File: src/sv/sss_pkg.sv
// ----------------------------------------------------------------------------
// sss_pkg
// Shared constants for the signed square root lane block.
// ----------------------------------------------------------------------------
`default_nettype none
package sss_pkg;
  localparam int LANE_COUNT = 8;
  localparam int NUM_STEPS  = 24;
  localparam int PIPE_DEPTH = NUM_STEPS + 1;

  localparam logic [31:0] MAG_MASK   = 32'h7FFF_FFFF;
  localparam logic [31:0] SIGN_MASK  = 32'h8000_0000;
  localparam logic [31:0] EXP_ALL    = 32'h7F80_0000;
  localparam logic [31:0] QUIET_BIT  = 32'h0040_0000;
  localparam logic [31:0] HIDDEN_BIT = 32'h0080_0000;
endpackage
`default_nettype wire

File: src/sv/sss_lane.sv
// ----------------------------------------------------------------------------
// sss_lane
// One lane: decode, 24 pipelined root steps, round and sign restore.
// ----------------------------------------------------------------------------
`default_nettype none
module sss_lane
  import sss_pkg::*;
(
  input  wire logic        clk_i,
  input  wire logic        en_i,
  input  wire logic [31:0] x_i,
  output logic [31:0]      y_o
);
  logic [47:0] n_q   [NUM_STEPS+1];
  logic [47:0] res_q [NUM_STEPS+1];
  logic [7:0]  exp_q [NUM_STEPS+1];
  logic        spec_q[NUM_STEPS+1];
  logic        sign_q[NUM_STEPS+1];
  logic [31:0] sval_q[NUM_STEPS+1];

  // decode
  logic [31:0] a;
  logic [22:0] frac;
  logic [4:0]  lead;
  logic [24:0] sig;
  logic signed [9:0] e, unb;
  logic [31:0] sval_d;
  logic        spec_d;
  logic [7:0]  exp_d;

  always_comb begin
    a    = x_i & MAG_MASK;
    frac = a[22:0];
    lead = 5'd0;
    for (int i = 0; i < 23; i++) begin
      if (frac[i]) lead = 5'(i);
    end
    if (a[30:23] == 8'd0) begin
      sig = 25'({frac, 1'b0} << (5'd22 - lead));
      e   = 10'sd1 - $signed({5'd0, 5'd23 - lead});
    end else begin
      sig = {2'b01, frac};
      e   = $signed({2'b00, a[30:23]});
    end
    unb = e - 10'sd127;
    if (unb[0]) begin
      sig = sig << 1;
      unb = unb - 10'sd1;
    end
    exp_d  = 8'((unb >>> 1) + 10'sd127);
    spec_d = (a == 32'd0) || (a >= EXP_ALL);
    sval_d = (a > EXP_ALL) ? (x_i | QUIET_BIT) : x_i;
  end

  always_ff @(posedge clk_i) begin
    if (en_i) begin
      n_q[0]    <= {sig[24:0], 23'd0};
      res_q[0]  <= 48'd0;
      exp_q[0]  <= exp_d;
      spec_q[0] <= spec_d;
      sign_q[0] <= x_i[31];
      sval_q[0] <= sval_d;
    end
  end

  for (genvar k = 0; k < NUM_STEPS; k++) begin : g_step
    localparam logic [47:0] BIT = 48'd1 << (46 - 2 * k);
    logic [47:0] sum, n_d, r_d;
    always_comb begin
      sum = res_q[k] + BIT;
      if (n_q[k] >= sum) begin
        n_d = n_q[k] - sum;
        r_d = (res_q[k] >> 1) + BIT;
      end else begin
        n_d = n_q[k];
        r_d = res_q[k] >> 1;
      end
    end
    always_ff @(posedge clk_i) begin
      if (en_i) begin
        n_q[k+1]    <= n_d;
        res_q[k+1]  <= r_d;
        exp_q[k+1]  <= exp_q[k];
        spec_q[k+1] <= spec_q[k];
        sign_q[k+1] <= sign_q[k];
        sval_q[k+1] <= sval_q[k];
      end
    end
  end

  // round to nearest, a tie cannot occur
  logic [31:0] bits;
  always_comb begin
    bits = {1'b0, exp_q[NUM_STEPS], 23'd0} + res_q[NUM_STEPS][31:0] - HIDDEN_BIT;
    if (n_q[NUM_STEPS] > res_q[NUM_STEPS]) bits = bits + 32'd1;
    y_o = spec_q[NUM_STEPS] ? sval_q[NUM_STEPS] : {sign_q[NUM_STEPS], bits[30:0]};
  end
endmodule
`default_nettype wire

File: config.mk
export PLATFORM = sky130hd
export DESIGN_NAME = sss_lane
export DESIGN_NICKNAME = d
export VERILOG_FILES = /design/src/sv/sss_pkg.sv /design/src/sv/sss_lane.sv
export SDC_FILE = /design/constraint.sdc
export NUM_CORES = 2
export LEC_CHECK = 0
export BUFFER_PORTS_ARGS = -buffer_cell sky130_fd_sc_hd__buf_4
export CAP_MARGIN = 5
export CORE_ASPECT_RATIO = 2
export CORE_MARGIN = 2
export CORE_UTILIZATION = 56
export DETAILED_ROUTE_END_ITERATION = 16
export GPL_ROUTABILITY_DRIVEN = 0
export PLACE_DENSITY = 0.72
export SYNTH_ARGS = -nofsm -noshare
export SYNTH_HDL_FRONTEND = slang
export SYNTH_SLANG_ARGS = --single-unit
File: constraint.sdc
create_clock -name clk_i -period 5.2 [get_ports clk_i]
set_input_delay 0 -clock clk_i [delete_from_list [all_inputs] [get_ports clk_i]]
set_output_delay 0 -clock clk_i [all_outputs]
set_load 0.1 [all_outputs]
==> results.cfg <==
[outcome]
status = finished clean

[detailed_routing]
ant_nets = 0
drt_wl_total_um = 175000
drt_pre_antenna_iters = 6
avgRoutedWirePerCell_um = 20.1
drtIter0Drc = 2932
dr_total_vias = 49500
drc = 0
avgViaCountPerCell = 5.70

[timing]
fmax_ghz = 0.197
period_minus_slack_ns = 5.07
rsz0062_at_grt = no
post-route-period-util_pct = 97.6
setup_viol = 0
slew_headroom_pct = 7.91
slew_viol_final = 0
skew_ns = 0.0453
tightestPinTransition_ns = 1.37
finalHoldViolCount = 0
fin_tns_setup_ns = 0

[die]
row_count = 206
dieArea_mm2 = 0.162
ioPinCount = 66
coreArea_mm2 = 0.157
start_util_pct = 56.5
die_w_um = 286
die_h_um = 568

[power_and_ir_drop]
power_uw = 40300
p_sw_uw = 10100
seqPwrFrac_pct = 53.3
p_clk_share_pct = 32.5
p_comb_share_pct = 14.2
p_int_uw = 30200
p_sw_share_pct = 25.1
ir_drop_uv = 252
p_leak_uw = 0.0363
power_density_mw_per_mm2 = 409

[cells_and_area]
layout.cells.non_filler = 8679
drive_gt1_share_pct = 7.46
final_core_util_pct = 62.6
nets = 6832
fillers = 11300
area_growth_pct = 10.8
design_area_mm2 = 0.0986

[placement]
portBuffers = 65
dp.cells = 8304
dp_hpwl_um = 123000
dpl_cell_area_mm2 = 0.0923

[clock_tree]
htreeDepth = 4
numCtsBuffers = 181
clk_pin_slew_ns = 0.07
cts_max_path_buffers = 4
worstSkewPairLatency_ns = 0.81
cts_sinks = 2083
clockRootBuffer = clkbuf_16
tritoncts = done
post_cts_buffers = 0

[worst_setup_path]
critPathCaptureType = primary output
cp_max_fo = 13
crit_type = reg2out
crit_path_start_kind = flip-flop
cp.arrival_ns = 5.07
cp.required_ns = 5.20

[synth]
synthFlopType = edfxtp_1
yosysWarningCount = 0
async_flop_share_pct = 0
synth_edf_count = 2083
yosys.area.top_type = edfxtp_1
syn_avg_cell_area_um2 = 14.3
ys_types = 86
syn_area_mm2 = 0.0889
syn_nets = 6575
synthTopCellsByArea = edfxtp_1 (70%), ha_1 (4.6%), xnor2_1 (2.6%), xor2_1 (2.4%), inv_1 (2.0%)
ys_seq_area_share_pct = 70.3
synth.most_common_cell = edfxtp_1
synthDominantCellAreaShare_pct = 70.3
netlist_top_cells_count = edfxtp_1 (2,083), inv_1 (468), nor2_1 (381), nand2_1 (372), ha_1 (326)
synth_cells = 6202
ys_ff_latch = 2083

[global_routing]
grt_pass1_vias = 52000
grt_use_total_pct = 21.4
grt_max_degree = 174
antenna_found_initial = 3
grt_pass1_wl_um = 267000
grt_remaining_overflow = 0

[run]
drv_cap = 0

[hold_path]
min_path_type = in2reg
repair_timing:
action,in CTS,in global routing
setup endpoints to repair,0,4
hold buffers,52,0
hold endpoints to repair,175,0
resized for setup,0,1
sequential cells by signal, indices dropped and copies added, names as in the netlist:
register  cells
n_q         758
spec_q       25
sign_q       17
sval_q      783
exp_q       200
res_q       300
path summary, 6_finish.rpt:
kind	start	endpoint	slack [ns]	cells after the start
worst max-delay path	n_q[1][431]	y_o[10]	0.13	11
worst min-delay path	x_i[29]	sval_q[0][29]	0.03	2
worst max register to register	n_q[1][200]	n_q[1][286]	0.77	12
worst min register to register	sval_q[0][158]	sval_q[0][190]	0.40	0
stage by stage:
stage	setup slack, ns	hold slack [ns]
after CTS	0.103	0.00102
final	0.126	0.0337
after floorplan	0.102	0.0989
after global placement	0.889	0.192
after detailed placement	0.821	0.193
after global routing	0.0123	0.0240
critical path, cell delays in order, from the launching register on:
cell      delay [ns]
edfxtp_1        0.36
nor4_1          0.59
nand4_1         0.16
nor2_1          0.49
nand3_1         0.39
nor3_1          0.50
nor2_1          0.09
inv_1           0.23
a21o_1          0.63
o21ai_0         0.20
a31oi_1         0.26
buf_4           0.35
final cells by class:
type	instances	area [um2]	share of cell area, %
antenna	4	10.0	0.0102
clock buffer	214	4700	4.76
clock inverter	105	1040	1.05
inverter	472	1770	1.80
multi-input combinational	3540	24200	24.6
sequential	2083	62600	63.5
tap	2080	2600	2.64
timing repair buffer	181	1660	1.68
power by group through the flow:
stage          Combinational [uW]  Clock [uW]  Sequential, uW
6_report                     5750       13100           21500
3_3_place_gp                 5450           0           21700
5_1_grt                      6310       14000           21600
4_1_cts                      5710       13400           21500
2_1_floorplan                4040           0           21500
3_5_place_dp                 5650           0           21800
cells by family (layout without fill, tap and decap cells):
group | count (synthesis) | in the layout | share of synthesized area, %
compound gates | 1076 | 1076 | 7.56
other cells | 0 | 4 | 0
fa+ha+maj | 339 | 339 | 4.88
buf+inv | 579 | 972 | 2.46
xor+xnor | 504 | 504 | 4.97
flops | 2083 | 2083 | 70.3
mux | 123 | 123 | 1.49
simple gates | 1498 | 1498 | 8.31
layer usage:
metal	vias up	share of wire [%]	global-route usage (%)
met5	-	0.0063	0
li1	23600	-	-
met4	2	9.0	17.6
met1	24000	28	15.8
met3	638	3.1	2.67
met2	1197	60	45.3
cells in the final DEF (no fill, tap or decap), drive strengths merged, types with 94 or more instances in the layout:
cell type  netlist  final
a21oi          322    322
nand2          372    372
xnor2          262    262
nor4           117    117
nor2           381    381
nor3           141    141
o21ai          281    281
xor2           242    242
nand3           94     94
inv            470    474
buf             12    129
clkbuf          95    214
edfxtp        2083   2083
ha             326    326
No activity file was read; power rests on OpenSTA's default activity.
